`src/design/lrt_pkg.sv`:
```
// Package for the lease reservation table: shared types, codes and constants.
// Used by lrt_ctrl, lrt_datapath and lease_reservation_table_top; no dependencies.
package lrt_pkg;

    localparam int TABLE_DEPTH_DEF = 64;

    localparam logic [31:0] LEASE_TIME_RESET = 32'd1000;
    localparam logic [6:0]  LIMIT_RESET      = 7'd64;

    typedef enum logic [2:0] {
        MODE_RESERVE     = 3'd0,
        MODE_COMMIT      = 3'd1,
        MODE_RELEASE     = 3'd2,
        MODE_CLEANUP     = 3'd3,
        MODE_RELEASE_ALL = 3'd4
    } mode_t;

    typedef enum logic [1:0] {
        LS_TENTATIVE = 2'd0,
        LS_COMMITTED = 2'd1,
        LS_EXPIRED   = 2'd2,
        LS_RELEASED  = 2'd3
    } lease_state_t;

    typedef enum logic [2:0] {
        ST_OK        = 3'd0,
        ST_AUTH      = 3'd1,
        ST_NOT_LIVE  = 3'd2,
        ST_CAPACITY  = 3'd3,
        ST_NOT_FOUND = 3'd4,
        ST_EXPIRED   = 3'd5,
        ST_FULL      = 3'd6
    } status_t;

    localparam logic [1:0] CFG_GLOBAL    = 2'd0;
    localparam logic [1:0] CFG_REQUESTER = 2'd1;
    localparam logic [1:0] CFG_SERVICE   = 2'd2;
    localparam logic [1:0] CFG_LEASE     = 2'd3;

    typedef enum logic [3:0] {
        S_IDLE,
        S_DECODE,
        S_SCAN_RD,
        S_SCAN_EV,
        S_RESERVE_DECIDE,
        S_SLOT_RD,
        S_SLOT_EV,
        S_DONE
    } ctrl_state_t;

    // Commands from the controller to the datapath.
    typedef struct packed {
        logic load;        // capture input item
        logic scan_start;  // reset scan index and counters
        logic scan_read;   // issue a read at the scan index
        logic scan_eval;   // evaluate the read entry, advance index
        logic decide;      // finish a reserve
        logic slot_read;   // issue a read at the requested slot
        logic slot_eval;   // evaluate commit or release
        logic finish_simple; // result for items with no scan or slot evaluation
        logic out_load;    // move result into the output register
    } cmd_t;

    // Status from the datapath to the controller.
    typedef struct packed {
        logic [2:0] mode;
        logic       auth;
        logic       scan_last; // the entry under evaluation is the last used one, or a reserve has hit its key
        logic       empty;     // no used entries
        logic       slot_valid;
    } stat_t;

endpackage

```
`src/design/lrt_ctrl.sv`:
```
// Controller state machine for the lease reservation table.
// Depends on lrt_pkg.
module lrt_ctrl (
    input  logic          clk,
    input  logic          rst_n,
    input  logic          in_valid,
    output logic          in_ready,
    output logic          out_valid,
    input  logic          out_ready,
    input  lrt_pkg::stat_t st,
    output lrt_pkg::cmd_t  cmd
);
    lrt_pkg::ctrl_state_t state_reg, state_next;
    logic out_valid_reg, out_valid_next;

    always_ff @(posedge clk or negedge rst_n)
    begin
        if (!rst_n)
        begin
            state_reg     <= lrt_pkg::S_IDLE;
            out_valid_reg <= 1'b0;
        end
        else
        begin
            state_reg     <= state_next;
            out_valid_reg <= out_valid_next;
        end
    end

    assign out_valid = out_valid_reg;

    // Next state and commands.
    always_comb
    begin
        state_next     = state_reg;
        out_valid_next = out_valid_reg && !out_ready;
        cmd            = '0;
        in_ready       = 1'b0;
        case (state_reg)
            lrt_pkg::S_IDLE:
            begin
                in_ready = 1'b1;
                if (in_valid)
                begin
                    cmd.load   = 1'b1;
                    state_next = lrt_pkg::S_DECODE;
                end
            end
            lrt_pkg::S_DECODE:
            begin
                cmd.scan_start = 1'b1;
                if (st.mode == lrt_pkg::MODE_RESERVE && !st.auth)
                begin
                    cmd.finish_simple = 1'b1;
                    state_next = lrt_pkg::S_DONE;
                end
                else if (st.mode == lrt_pkg::MODE_COMMIT
                         || st.mode == lrt_pkg::MODE_RELEASE)
                begin
                    state_next = lrt_pkg::S_SLOT_RD;
                end
                else if ((st.mode == lrt_pkg::MODE_RESERVE
                          || st.mode == lrt_pkg::MODE_CLEANUP
                          || st.mode == lrt_pkg::MODE_RELEASE_ALL) && !st.empty)
                begin
                    state_next = lrt_pkg::S_SCAN_RD;
                end
                else if (st.mode == lrt_pkg::MODE_RESERVE)
                begin
                    state_next = lrt_pkg::S_RESERVE_DECIDE;
                end
                else
                begin
                    cmd.finish_simple = 1'b1;
                    state_next = lrt_pkg::S_DONE;
                end
            end
            lrt_pkg::S_SCAN_RD:
            begin
                cmd.scan_read = 1'b1;
                state_next    = lrt_pkg::S_SCAN_EV;
            end
            lrt_pkg::S_SCAN_EV:
            begin
                cmd.scan_eval = 1'b1;
                if (st.scan_last)
                begin
                    if (st.mode == lrt_pkg::MODE_RESERVE)
                    begin
                        state_next = lrt_pkg::S_RESERVE_DECIDE;
                    end
                    else
                    begin
                        state_next = lrt_pkg::S_DONE;
                    end
                end
                else
                begin
                    state_next = lrt_pkg::S_SCAN_RD;
                end
            end
            lrt_pkg::S_RESERVE_DECIDE:
            begin
                cmd.decide = 1'b1;
                state_next = lrt_pkg::S_DONE;
            end
            lrt_pkg::S_SLOT_RD:
            begin
                cmd.slot_read = 1'b1;
                if (!st.slot_valid)
                begin
                    cmd.finish_simple = 1'b1;
                    state_next = lrt_pkg::S_DONE;
                end
                else
                begin
                    state_next = lrt_pkg::S_SLOT_EV;
                end
            end
            lrt_pkg::S_SLOT_EV:
            begin
                cmd.slot_eval = 1'b1;
                state_next    = lrt_pkg::S_DONE;
            end
            lrt_pkg::S_DONE:
            begin
                if (!out_valid_reg || out_ready)
                begin
                    cmd.out_load   = 1'b1;
                    out_valid_next = 1'b1;
                    state_next     = lrt_pkg::S_IDLE;
                end
            end
            default:
            begin
                state_next = lrt_pkg::S_IDLE;
            end
        endcase
    end
endmodule

```
`config.mk`:
```
export PLATFORM = sky130hd
export DESIGN_NAME = lrt_ctrl
export DESIGN_NICKNAME = d
export VERILOG_FILES = /design/src/design/lrt_pkg.sv /design/src/design/lrt_ctrl.sv
export SDC_FILE = /design/constraint.sdc
export NUM_CORES = 1
export LEC_CHECK = 0
export BUFFER_PORTS_ARGS = -buffer_cell sky130_fd_sc_hd__buf_4
export CAP_MARGIN = 25
export CORE_AREA = 2 2 39 41
export CTS_CLUSTER_DIAMETER = 80
export DETAILED_ROUTE_END_ITERATION = 6
export DIE_AREA = 0 0 41 43
export SETUP_SLACK_MARGIN = 0.4
export SLEW_MARGIN = 40
export SYNTH_ARGS = -nofsm -noshare
export SYNTH_HDL_FRONTEND = slang
export SYNTH_SLANG_ARGS = --single-unit
```
`constraint.sdc`:
```
create_clock -name clk -period 1.3 [get_ports clk]
set_input_delay 0.325 -clock clk [delete_from_list [all_inputs] [get_ports clk]]
set_output_delay 0.325 -clock clk [all_outputs]
set_load 0.005 [all_outputs]
```
---- Word level (Yosys, flattened, before mapping) ----
Index checks and enable logic that the tools add are counted.
W data, S select, Z words.
word-level totals
  bits in registers ....................... 5
  input port bits ......................... 11
  output and inout bits ................... 11
  word-level logic and storage cells ...... 58
cells by class
  equal/unequal tests ..................... 13
  mux-type cells .......................... 28
  reduce and logical (&&, ||, !) cells .... 15
operator list
  operator              count
  $pmux W4 S7           1
  $mux W1               19
  $eq A4 B3 Y1 const B  4
  $mux W3               4
  $eq A4 B2 Y1 const B  2
  $mux W4               2
  $eq A3 B2 Y1 const B  2
  $eq A4 B1 Y1 const B  1
  $logic_not A1 Y1      4
  $logic_not A4 Y1      1
  $logic_or A1 B1 Y1    4
  $ne A2 B2 Y1 const B  2
  $eq A3 B1 Y1 const B  1
  $eq A3 B3 Y1 const B  1
  $logic_and A1 B1 Y1   3
  $logic_not A3 Y1      1
  $mux W2               1
  $pmux W1 S2           1
  $reduce_and A2 Y1     1
  $reduce_or A2 Y1      1

---- Logic depth before layout (Yosys ltp) ----
Gate-level depths: netlist of run 1.
  depth in word-level cells ............... 8
  mapped depth ............................ 4
  mapped depth without buffers ............ 4

---- Worst setup path after synthesis of run 1 ----
No wires, ideal clock.
  path kind ............................... input -> output
  from .................................... input st[6] (netlist bit)
  to ...................................... output cmd[1] (netlist bit)
  arrival ................................. 0.991 ns
  data required time ...................... 0.975 ns
  path slack .............................. -0.016 ns
  stages .................................. 4
  path buffers ............................ 0
  cell sequence ........................... or2_1 > o31ai_1 > a211oi_1 > a211oi_2
RTL lines
  what         RTL line        RTL
  from (decl)  lrt_ctrl.sv:10  input lrt_pkg::stat_t st,
  to (decl)    lrt_ctrl.sv:11  output lrt_pkg::cmd_t cmd

==> results of run 1 <==
-- layer usage --
layer / vias to the layer above / part of all wire [%] / GRT usage [%]
met3: 0 / 3.7 / 6.28
met2: 16 / 52 / 33.1
met4: 0 / 0 / 4.00
met5: - / 0 / 0
li1: 298 / - / -
met1: 267 / 44 / 21.5
-- cell families (layout without fill, tap and decap cells) --
| logic type | count (synthesis) | in the layout | synth area share, % |
|---|---|---|---|
| AOI/OAI and AO/OA | 15 | 15 | 28.0 |
| and+or+nand+nor | 29 | 29 | 41.0 |
| buffers and inverters | 4 | 56 | 4.33 |
| DFF | 4 | 4 | 26.7 |
-- synth_stat cells --
| cell type | instances | share of area (%) |
|---|---|---|
| sky130_fd_sc_hd__inv_1 | 1 | 1.0 |
| sky130_fd_sc_hd__nand3b_1 | 1 | 2.0 |
| sky130_fd_sc_hd__or3_1 | 1 | 1.7 |
| sky130_fd_sc_hd__dfrtp_1 | 4 | 27 |
| sky130_fd_sc_hd__or2_1 | 1 | 1.7 |
| sky130_fd_sc_hd__and2_1 | 1 | 1.7 |
| sky130_fd_sc_hd__o21ai_0 | 3 | 4.0 |
| sky130_fd_sc_hd__a2bb2oi_1 | 1 | 2.3 |
| sky130_fd_sc_hd__nor4_1 | 1 | 1.7 |
| sky130_fd_sc_hd__buf_2 | 1 | 1.3 |
| sky130_fd_sc_hd__nor2b_1 | 1 | 1.7 |
| sky130_fd_sc_hd__a22oi_1 | 1 | 2.0 |
| sky130_fd_sc_hd__o22ai_1 | 1 | 1.7 |
| sky130_fd_sc_hd__a211oi_1 | 2 | 4.0 |
| sky130_fd_sc_hd__nand2_2 | 1 | 1.7 |
| sky130_fd_sc_hd__nand2_1 | 4 | 4.0 |
| sky130_fd_sc_hd__nand2b_1 | 4 | 6.7 |
| sky130_fd_sc_hd__nor3b_1 | 2 | 4.0 |
| sky130_fd_sc_hd__o31ai_1 | 2 | 4.0 |
| sky130_fd_sc_hd__o221ai_1 | 1 | 2.3 |
| sky130_fd_sc_hd__a31oi_1 | 1 | 1.7 |
| sky130_fd_sc_hd__nand3_1 | 4 | 5.3 |
| sky130_fd_sc_hd__a21oi_1 | 2 | 2.7 |
| sky130_fd_sc_hd__nor2_1 | 5 | 5.0 |
| sky130_fd_sc_hd__clkbuf_1 | 2 | 2.0 |
| sky130_fd_sc_hd__nor3_1 | 3 | 4.0 |
| sky130_fd_sc_hd__a211oi_2 | 1 | 3.3 |
-- power by group through the flow --
stage / clock network [mW] / registers [mW] / logic, mW
5_1_grt: 0.188 / 0.349 / 1.73
3_5_place_dp: 0 / 0.357 / 0.941
4_1_cts: 0.176 / 0.331 / 1.45
3_3_place_gp: 0 / 0.357 / 0.931
2_1_floorplan: 0 / 0.283 / 0.617
6_report: 0.167 / 0.335 / 1.62
-- area by class of cell --
| type | count | share of cell area, % |
|---|---|---|
| well taps | 16 | 1.97 |
| clock buffers | 4 | 2.58 |
| inverters | 1 | 0.860 |
| multi-input cells | 44 | 37.7 |
| repair buffers | 51 | 46.7 |
| flip-flops and latches | 4 | 10.2 |
-- worst paths after layout --
kind | end | slack (ps) | cells after the start
setup / recovery | cmd[1] | -240 | 4
hold / removal | state_reg[0] | 400 | 3
setup reg to reg | state_reg[0] | 20 | 6
hold reg to reg | out_valid | 680 | 3
max in group asynchronous | state_reg[1] | 730 | 2
min in group asynchronous | state_reg[2] | 450 | 2
-- worst min-delay path, stage by stage --
cell	delay, ps
sky130_fd_sc_hd__buf_4	90
sky130_fd_sc_hd__nor4_2	40
sky130_fd_sc_hd__o22ai_1	130
-- metrics by stage --
step	TNS (ps)	area, um^2
after floorplan	-16.2	483
after global placement	-342	749
after detailed placement	-348	749
after CTS	-1720	943
after global routing	-2470	1020
final	-1810	1020
-- repair_timing --
action | CTS | global route
endpoints found under the setup margin | 15 | 15
gates cloned | 0 | 0
hold endpoints to repair | 4 | 0
pin swaps | 4 | 5
hold buffers | 1 | 0
resized for setup | 26 | 12
setup buffers | 9 | 3
==> results.md, run 1 <==
- The number of unique standard cell types used by synthesis is 27.
- Measured along the x axis, the die boundary spans just over 40 um.
- The checks that failed: negative setup slack.
- After synthesis the cells add up to 375 um^2.
- The cell leakage power is roughly 0.46 nW.
- The CTS buffer count is 3.
- The clock network accounts for about 7.9% of the total power.
- The run finished, with violations left.
- The cell family with the largest share of critical-path delay is flip-flops.
- The highest achievable clock rate is 651 MHz.
- No sink is reached through more buffers than the 2 on the longest clock path.
- The multi-input combinational cells in the finished layout cover a total of just under 400 um^2.
- The floorplan has 14 rows.
- Across the run, the number of max-cap violations was 0.
- The flip-flop count of the largest register, all copies and words added is 3.
- The initial utilization of the core area, before any placement, comes to 27.1%.
- The switching power of the nets is around 0.83 mW.
- On the final layout, the worst clock skew is 8.90 ps.
- The critical path contains buffers and inverters numbering 2 combined.
- A synthesized cell averages around 7.2 um^2.
- The longest individual stage delay on the worst path is 440 ps.
- STA classifies the critical path endpoint as an output port.
- The timing startpoint of the critical path is state_reg[2].
- The layout cell share with drive strength beyond 1 is between 70% and 80%.
- The finished layout holds 120 standard cells, fillers aside.
- The vertical die dimension is 43 um.
- Data on the critical path is required at its endpoint by 980 ps.
- The worst-case setup margin in the final layout is -237 ps.
- The total count of hold-check failures in the final report was 0.
- 0 antenna diodes ended up in the layout.
- The detailed router placed around 580 vias in this run.
- The first detailed-routing pass ran for 2 iterations.
- Hold is met by 402 ps.
- The synthesis-to-layout area growth is 171%.
- At the pin with the least slew margin, the transition time is 256 ps.
- The part of the total power dissipated in sequential elements is ~16%.
- The global-route wire length before repair is 2340 um.
- Summing the sequential cell areas from Yosys gives 26.7% of the chip area.
- Detailed placement ended at an HPWL of between 900 and 1000 um.
- The initial antenna violation count was 0.
- CTS built an H-tree with a depth of 1.
- Setup repair after global routing could not meet its margin everywhere.
- For this run, design rule violations remaining after detail routing come to 0.
- The clock latency reported for the late side of the worst-skew pair is 240 ps.
- The routability congestion estimate is approximately 0.76.
- The number of nets handed over by synthesis was 63.
- The via count of the first global-routing pass came to roughly 580.
- The type of the most critical hold path is in -> reg.
- Along the worst path, the maximum fanout reaches 4.
- Once placement completed, the tool counted placed cells totaling 103.
- The design draws 2.12 mW.
- The post-detailed-route via-to-cell ratio is 4.84.
- Setup violations remaining at the end of the flow were counted as 10.
- Summed over all layers, the global routing overflow is 0.
- Clock-pin slew was measured on the worst setup and hold paths at roughly 40 ps.
- The total wire length after detailed routing is about 1500 um.
- The number of nets at the end of the flow is ~120.
- The post-synthesis register bit count is 4.
- The number of I/O pins is 22.
- The worst pin sits at a relative slew slack of between 80% and 90%.
- Cell internal power was estimated by the tool at 1.29 mW.
- The worst slack at placement is -264 ps.
- The final period utilization is 118%.
- The final design utilization is 73.6%.
- The classification of the worst setup path is reg -> out.
- The power density normalized to cell area is between 2000 and 2500 nW/um^2.
- The hold path startpoint is in_valid.
- The quantity of I/O buffers inserted on ports is 21.
- The slowest cell on the critical path is sky130_fd_sc_hd__dfrtp_2.
- The combined flip-flop and latch cell area is slightly above 100 um^2.
- After detailed routing, the average wire length per cell comes to 12.2 um.
- Global routing used between 10% and 20% of the available tracks across all layers.
- STA classifies the critical path startpoint as a register.
- The leading cell type in the layout, fill and taps excluded is sky130_fd_sc_hd__buf_4.
- For this run, the number of Yosys warnings is 0.
- In this run switching power makes up approximately 39% of total power.
- Entering global routing, the biggest net connects 8 pins.
- TritonCTS built the clock tree.
- The critical path goes through buf_6, a211oi_1, a211oi_2, buf_4.
- For the finished layout, the period the worst path requires is around 1500 ps.
- The number of max-slew violations in the final report came to 0.
- Across the VDD grid, the largest voltage drop is approximately 0.0014 V.
- For the worst setup path, the data arrival time is between 1000 and 1500 ps.
- After floorplanning, the core was sized to cover 1380 um^2.
- The remaining antenna violation count after routing is 0.
- The number of fillers in the final layout is 100.
- Clock tree synthesis found a total of 4 sinks.
- The post-synthesis cell count is between 50 and 60.
- The violation count after the first detailed-route iteration is 3.
- The clock tree root driver cell is sky130_fd_sc_hd__clkbuf_4.
- The area enclosed by the die boundary is 1760 um^2.
- The library cells used most frequently in the layout, excluding fill and tap cells, are sky130_fd_sc_hd__buf_4, sky130_fd_sc_hd__buf_6.
- The combinational cell fraction of total power is 76.3%.
- The startpoint of the lowest-slack register-to-register path is state_reg[1].
(Power assumes the default switching activity.)
==> inputs of run 2 (changes only) <==
- ABC_AREA: unset -> 1
- CELL_PAD_IN_SITES_DETAIL_PLACEMENT: unset -> 1
- CELL_PAD_IN_SITES_GLOBAL_PLACEMENT: unset -> 1
- CORE_AREA: 2 2 39 41 -> unset
- CORE_MARGIN: unset -> 2
- CORE_UTILIZATION: unset -> 23
- DIE_AREA: 0 0 41 43 -> unset
- PLACE_DENSITY: unset -> 0.72
==> results.md, run 2 <==
- The number of fillers in the final layout is 203 (+100%).
- The kind of end point of the critical path is an output port.
- The post-synthesis cell count was 68 (+31%).
- The HPWL reported at the end of detailed placement was 1040 um (+11%).
- The number of warning messages in the yosys log is 0 (unchanged).
- The overall power is 1.86 mW (-12%).
- The sum of met2 wire segment lengths after detailed routing came to 921 um (+20%).
- After synthesis, the cell types taking the most area are sky130_fd_sc_hd__dfrtp_1, sky130_fd_sc_hd__nand2_1, sky130_fd_sc_hd__inv_1.
- The total core area is 1540 um^2 (+11%).
- Among all cell types in the netlist, the one instantiated most often is sky130_fd_sc_hd__nand2_1.
- The wire length per cell is 13.4 um (+9.6%).
- The final design utilization is 56.1% (-18 points).
- The commonest cells after synthesis are sky130_fd_sc_hd__nand2_1, sky130_fd_sc_hd__inv_1, sky130_fd_sc_hd__nor2_1.
- The count of flip-flops with a built-in enable after synthesis was 0 (unchanged).
- The number of unique standard cell types used by synthesis was 15 (-44%).
- The pin count of the biggest net entering global routing is 7 (-1).
- The worst-case vdd ir drop came to 0.000985 V (-32%).
- The library cell used most frequently in the layout, excluding fill and tap cells, is sky130_fd_sc_hd__buf_4.
- The clock slew seen by the registers of the worst setup and hold paths is 40 ps (about the same).
- The via count of the first global-routing pass is 574 (-1.4%).
- The tightest slew margin relative to the limit was 86.5% (+3.5 points).
- The tightest min-delay check is of the in -> reg type.
- The clock tree root driver cell is sky130_fd_sc_hd__clkbuf_4.
- The violation count after the first detailed-route iteration came to 6 (+3).
- Walking the worst path, the cells encountered are inv_2, nand3_2, nor2_2, buf_4.
- The uppermost layer routed is met3.
- The overall global routing resource usage was 16.8% (-2.3 points).
- The top cell types in the final layout, fill and taps aside, are sky130_fd_sc_hd__buf_4, sky130_fd_sc_hd__nand2_1, sky130_fd_sc_hd__inv_1.
- The number of vias in the routed layout is 581 (unchanged).
- The synthesized design spends more area on one cell type than any other, namely sky130_fd_sc_hd__dfrtp_1.
- The smallest hold slack is 277 ps (-125 ps).
- The clock tree buffer depth is 2 (unchanged).
- The remaining antenna violation count after routing is 0 (unchanged).
- The area enclosed by the die boundary is 2030 um^2 (+15%).
- The transition time of the tightest slew-check pin is 202 ps (-53.7 ps).
- The largest driver fanout on the critical path came to 4 (unchanged).
- The non-filler instance count after layout is 127 (+5.8%).
- The number of nets at the end of the flow is 123 (+6.0%).
- The number of setup violations in the final report is 11 (+1).
- The required time of the worst setup path came to 980 ps (about the same).
- From synthesis to final layout, the design area changed by 123%.
- The highest achievable clock rate is 677 MHz (+4.0%).
- The post-route setup TNS came to -1390 ps (+421 ps).
- The cell leakage power came to 0.477 nW (+3.5%).
- The H-tree depth came to 1 (unchanged).
- The startpoint kind of the worst setup timing path is a register.
- The quantity of I/O buffers inserted on ports was 21 (unchanged).
- The worst-case setup margin in the final layout is -177 ps (+59.7 ps).
- The fraction of the yosys area taken by sequential cells was 25.8% (-0.86 points).
- The setup clock skew after layout came to 6.54 ps (-2.37 ps).
- The clock latency reported for the late side of the worst-skew pair came to 230 ps (about the same).
- The post-synthesis instance area is 388 um^2 (+3.3%).
- The layout cell share with drive strength beyond 1 is 67.6% (-6.5 points).
- The slowest cell on the critical path is sky130_fd_sc_hd__dfrtp_2.
- The total nets after synthesis was 79 (+25%).
- The data arrival time at the worst-slack endpoint is 1150 ps (-60 ps).
- The number of I/O pins is 22 (unchanged).
- The number of diodes came to 0 (unchanged).
- The vertical die dimension is 45.1 um (+4.8%).
- The final period utilization is 114% (-4.6 points).
- The count of max-cap constraint violations is 0 (unchanged).
- The TritonCTS clock tree is yes.
- The run finished, with violations left.
- The most used flip-flop cell after synthesis is sky130_fd_sc_hd__dfrtp_1.
- The number of detailed-route iterations in the first pass is 4 (+2).
- The remaining routing DRC violations is 0 (unchanged).
- The final global-route overflow total was 0 (unchanged).
- The number of rows in the core area is 14 (unchanged).
- The met1 wire length is 738 um (+14%).
- The CTS buffer count is 3 (unchanged).
- Setup repair after global routing could not meet its margin everywhere.
- The post-synthesis register bit count is 4 (unchanged).
- The flip-flop count of the largest register, all copies and words added is 3 (unchanged).
- The average cell area after synthesis was 5.70 um^2 (-21%).
- The total length of routed met3 wires is 41 um (-24%).
- The classification of the worst setup path is reg -> out.
- The longest individual stage delay on the worst path is 460 ps (+20 ps).
- The routability congestion estimate is 0.785 (+4.0%).
- The share of synthesized flip-flops with an asynchronous set or reset is 100% (unchanged).
- The effective utilization at floorplan came to 25.2% (-2.0 points).
- The global-route wire length before repair is 2410 um (+2.9%).
- The final reports fail on negative setup slack.
- The number of max-slew violations in the final report was 0 (unchanged).
- The total wire length after detailed routing came to 1700 um (+16%).
- The time the final worst path needs with I/O delays and setup was 1480 ps (-59.7 ps).
- The total count of hold-check failures in the final report is 0 (unchanged).
- The post-detailed-route via-to-cell ratio is 4.57 (-5.5%).
- The number of sinks on the clock net is 4 (unchanged).
- The fraction of synthesized cell area taken by the top area cell type is 25.8% (-0.86 points).
- The initial antenna violation count is 0 (unchanged).
- The cell total after placement came to 113 (+9.7%).
- The power density normalized to cell area is 2160 nW/um^2 (+3.6%).
- The horizontal die dimension is 45.1 um (+9.9%).
## run 2: cell types whose count changed after synthesis, sizes merged, moves of 3 or more
| cell | previous run | this run |
|---|---|---|
| nand2 | 5 | 25 |
| inv | 1 | 14 |
| nor2 | 5 | 13 |
| nand2b | 4 | 0 |
| a211oi | 3 | 0 |
| nand4 | 0 | 3 |
## run 2: report_power, final
group	total, mW	internal [mW]	switching (mW)
combinational	1.37	0.729	0.638
clock	0.166	0.115	0.0507
sequential	0.332	0.203	0.128
total	1.86	1.05	0.817
## run 2: repair_timing
action | 4_1_cts | 5_1_grt
setup buffers | 5 | 4
cloned | 0 | 0
setup endpoints to repair | 15 | 15
pin swaps | 11 | 6
endpoints found under the hold margin | 4 | 0
hold buffers | 1 | 0
resized for setup | 16 | 14
## run 2: logic make-up after synthesis
kind of cell	synth area share, %
AO/OA/AOI/OAI	6.13
flip-flops	25.8
AND/OR/NAND/NOR	54.5
buffers and inverters	13.5
## run 2: per-stage QoR
stage               setup WS, ps  area [um^2]
detailed placement          -145          646
global route                -239          865
global placement            -116          646
floorplan                    139          408
CTS                         -152          771
finish                      -177          865
## run 2: cell type report
type | count | area (um^2) | area share [%]
Timing Repair Buffer | 39 | 334 | 38.6
Multi-Input combinational cell | 50 | 323 | 37.3
Sequential cell | 4 | 104 | 12.0
Inverter | 14 | 57.6 | 6.66
Clock buffer | 4 | 26.3 | 3.04
Tap cell | 16 | 20.0 | 2.32
## run 2: critical path, delay by kind of cell, from the launching register on
kind	cells	cell delay (ps)
buf+inv	2	220
flops	1	460
simple gates	2	230
## run 2: final timing paths
| check | startpoint | end | slack [ps] | cells after the start |
|---|---|---|---|---|
| max in group asynchronous | rst_n | state_reg[0] | 760 | 2 |
| worst max-delay path | state_reg[1] | cmd[8] | -180 | 4 |
| worst max register to register | state_reg[0] | state_reg[0] | -10 | 9 |
| worst min register to register | out_valid | out_valid | 600 | 2 |
| min in group asynchronous | rst_n | state_reg[1] | 420 | 2 |
| worst min-delay path | out_ready | out_valid | 280 | 2 |
## run 2: layer usage
metal	GRT usage [%]	up-vias
li1	-	296
met1	20.3	276
met2	29.4	9
met3	2.40	0
met4	7.06	0
met5	0	-
==> inputs of run 3 (changes only) <==
- clock period: 1.3 -> 1.32 ns (I/O delays scaled with it)
==> results.md, run 3 (same netlist as run 2, synthesis figures left out) <==
- The layout cell share with drive strength beyond 1 is 60.0% (-7.6 points).
- Traced cell by cell, the critical path runs through nor3_4, nand2_1, nand2_1, buf_4.
- The checks that failed: negative setup slack.
- The global routing met3 resource utilization was 2.40% (unchanged).
- The via count of the first global-routing pass is 485 (-16%).
- The number of rows in the core area came to 14 (unchanged).
- The initial antenna violation count is 0 (unchanged).
- The wire length per cell was 10.9 um (-19%).
- The global-route wire length before repair came to 2010 um (-16%).
- For this design, the slowest cell found on the critical path is sky130_fd_sc_hd__dfrtp_2.
- Leaving out fill and tap cells, the most frequent cell in the layout is sky130_fd_sc_hd__buf_4.
- The final design utilization is 49.8% (-6.2 points).
- The number of diodes is 0 (unchanged).
- The number of detailed-route iterations in the first pass is 4 (unchanged).
- The run finished, with violations left.
- The worst hold path begins at out_ready.
- The vertical die dimension was 45.1 um (unchanged).
- The clock tree buffer depth is 2 (unchanged).
- The fraction of met2 tracks used by global routing is 21.1% (-8.3 points).
- The cell leakage power is 0.430 nW (-10%).
- The HPWL reported at the end of detailed placement is 1040 um (-0.12%).
- The number of fillers in the final layout came to 203 (unchanged).
- The tightest min-delay check is of the in -> reg type.
- The remaining antenna violation count after routing came to 0 (unchanged).
- Static timing analysis puts the maximum clock frequency at between 600 and 700 MHz.
- In this run the clock root is driven by a sky130_fd_sc_hd__clkbuf_4.
- The number of I/O pins is 22 (unchanged).
- The kind of end point of the critical path is an output port.
- The most used routing layer in global routing is met2.
- The routing usage on met1 is 18.9% (-1.4 points).
- The library cells used most frequently in the layout, excluding fill and tap cells, are sky130_fd_sc_hd__buf_4, sky130_fd_sc_hd__nand2_1, sky130_fd_sc_hd__nor2_1, sky130_fd_sc_hd__inv_1, sky130_fd_sc_hd__nand2_2.
- The worst-case vdd ir drop is 0.00104 V (+5.4%).
- The total core area is 1540 um^2 (unchanged).
- The TritonCTS clock tree is yes.
- The CTS buffer count came to 3 (unchanged).
- The area enclosed by the die boundary is 2030 um^2 (unchanged).
- The cell family with the largest share of critical-path delay is flip-flops.
- The number of vias in the routed layout is 530 (-8.8%).
- The startpoint of the lowest-slack register-to-register path is state_reg[2].
- The final period utilization is 112%.
- The number of sinks on the clock net is 4 (unchanged).
- The power density normalized to cell area was 2010 nW/um^2 (-6.6%).
- The violation count after the first detailed-route iteration is 1 (-5).
- The pin count of the biggest net entering global routing is 8 (+1).
- The data arrival time at the worst-slack endpoint is 1150 ps (about the same).
- The combined buffer and inverter count along the critical path is 1 (-1).
- The required time of the worst setup path came to 990 ps (about the same).
- The clock slew seen by the registers of the worst setup and hold paths is 40 ps (about the same).
- The horizontal die dimension is 45.1 um (unchanged).
- The number of cells traversed by the worst register-to-register path came to 8 (-1).
- The final global-route overflow total is 0 (unchanged).
- The total count of hold-check failures in the final report is 0 (unchanged).
- The quantity of I/O buffers inserted on ports is 21 (unchanged).
- The total wire length after detailed routing is 1320 um (-22%).
- In this design, the critical path's most frequently occurring cell is sky130_fd_sc_hd__nand2_1.
- The H-tree depth is 1 (unchanged).
- The tightest slew margin relative to the limit is 85.7% (-0.73 points).
- The flip-flop count of the largest register, all copies and words added is 3 (unchanged).
- The worst hold path stage count was 2 (unchanged).
- The largest driver fanout on the critical path came to 4 (unchanged).
- The remaining routing DRC violations is 0 (unchanged).
- The total area of multi-input combinational cells is 299 um^2 (-7.4%).
- The combined flip-flop and latch cell area is 104 um^2 (unchanged).
- The routability congestion estimate is 0.723 (-8.0%).
- The worst-case setup margin in the final layout is -160 ps (+17.2 ps).
- The number of max-slew violations in the final report came to 0 (unchanged).
- The number of nets at the end of the flow is 117 (-4.9%).
- The endpoint identified for the worst register-to-register timing path is state_reg[0].
- The effective utilization at floorplan is 25.2% (unchanged).
- The setup clock skew after layout is 7.09 ps (+0.556 ps).
- The worst setup path is launched from a register.
- The time the final worst path needs with I/O delays and setup is about 1500 ps.
- The overall global routing resource usage is 13.9% (-2.9 points).
- The setup slack of the most critical reg-to-reg path is 110 ps (+120 ps).
- From synthesis to final layout, the design area changed by 98.1%.
- The count of max-cap constraint violations is 0 (unchanged).
- The transition time of the tightest slew-check pin was 213 ps (+11.3 ps).
- The longest individual stage delay on the worst path is 450 ps (about the same).
- The number of setup violations in the final report is 10 (-1).
- The post-detailed-route via-to-cell ratio was 4.38 (-4.3%).
- The overall power is 1.55 mW (-17%).
- The classification of the worst setup path is reg -> out.
- The path with the worst hold slack has its endpoint at out_valid.
- Setup repair after global routing could not meet its margin everywhere.
- The clock latency reported for the late side of the worst-skew pair is 230 ps (about the same).
- The worst slack at placement is -124 ps (+21.6 ps).
==> run 3: cell count changes in the layout (fill, tap and decap cells not counted), sizes merged <==
cell and delta:
buf -6
==> run 3: worst max-delay path by stage <==
stage,start,endpoint,slack [ps],cells after the start
floorplan,state_reg[0],cmd[1],150,4
global route,state_reg[0],cmd[1],-260,5
global placement,st[4],cmd[1],-100,9
CTS,state_reg[0],cmd[1],-180,5
finish,state_reg[1],cmd[1],-160,4
detailed placement,st[4],cmd[1],-120,9
==> run 3: report_power, final <==
group / internal, mW / switching [mW] / leakage (nW) / total (mW)
Clock: 0.113 / 0.0501 / 0.0150 / 0.164
Sequential: 0.200 / 0.126 / 0.0450 / 0.326
Combinational: 0.530 / 0.528 / 0.370 / 1.06
==> run 3: through the flow <==
step                TNS, ps  hold WS, ps  std cells  instance area (um^2)
floorplan                 0         34.4         68                   408
global placement      -98.5          125        112                   638
detailed placement     -124          126        112                   638
CTS                   -1090          297        118                   716
global route          -1860          263        121                   768
finish                -1160          273        121                   768
==> run 3: repair_timing <==
action,in CTS,in global routing
pin swaps,5,0
gates resized for setup,10,9
setup endpoints to repair,15,15
endpoints found under the hold margin,4,0
buffers inserted,1,3
hold buffers,1,0
==> run 3: layer usage <==
layer	vias up	share of wire [%]
met5	-	0
met4	0	0
met3	0	2.3
met1	243	42
li1	280	-
met2	7	56
==> run 3: area by class of cell <==
| cell class | count | area share, % |
|---|---|---|
| clock buffer | 4 | 3.42 |
| inverter | 14 | 7.49 |
| multi-input combinational | 50 | 38.9 |
| sequential | 4 | 13.5 |
| tap | 16 | 2.61 |
| timing repair buffer | 33 | 34.0 |
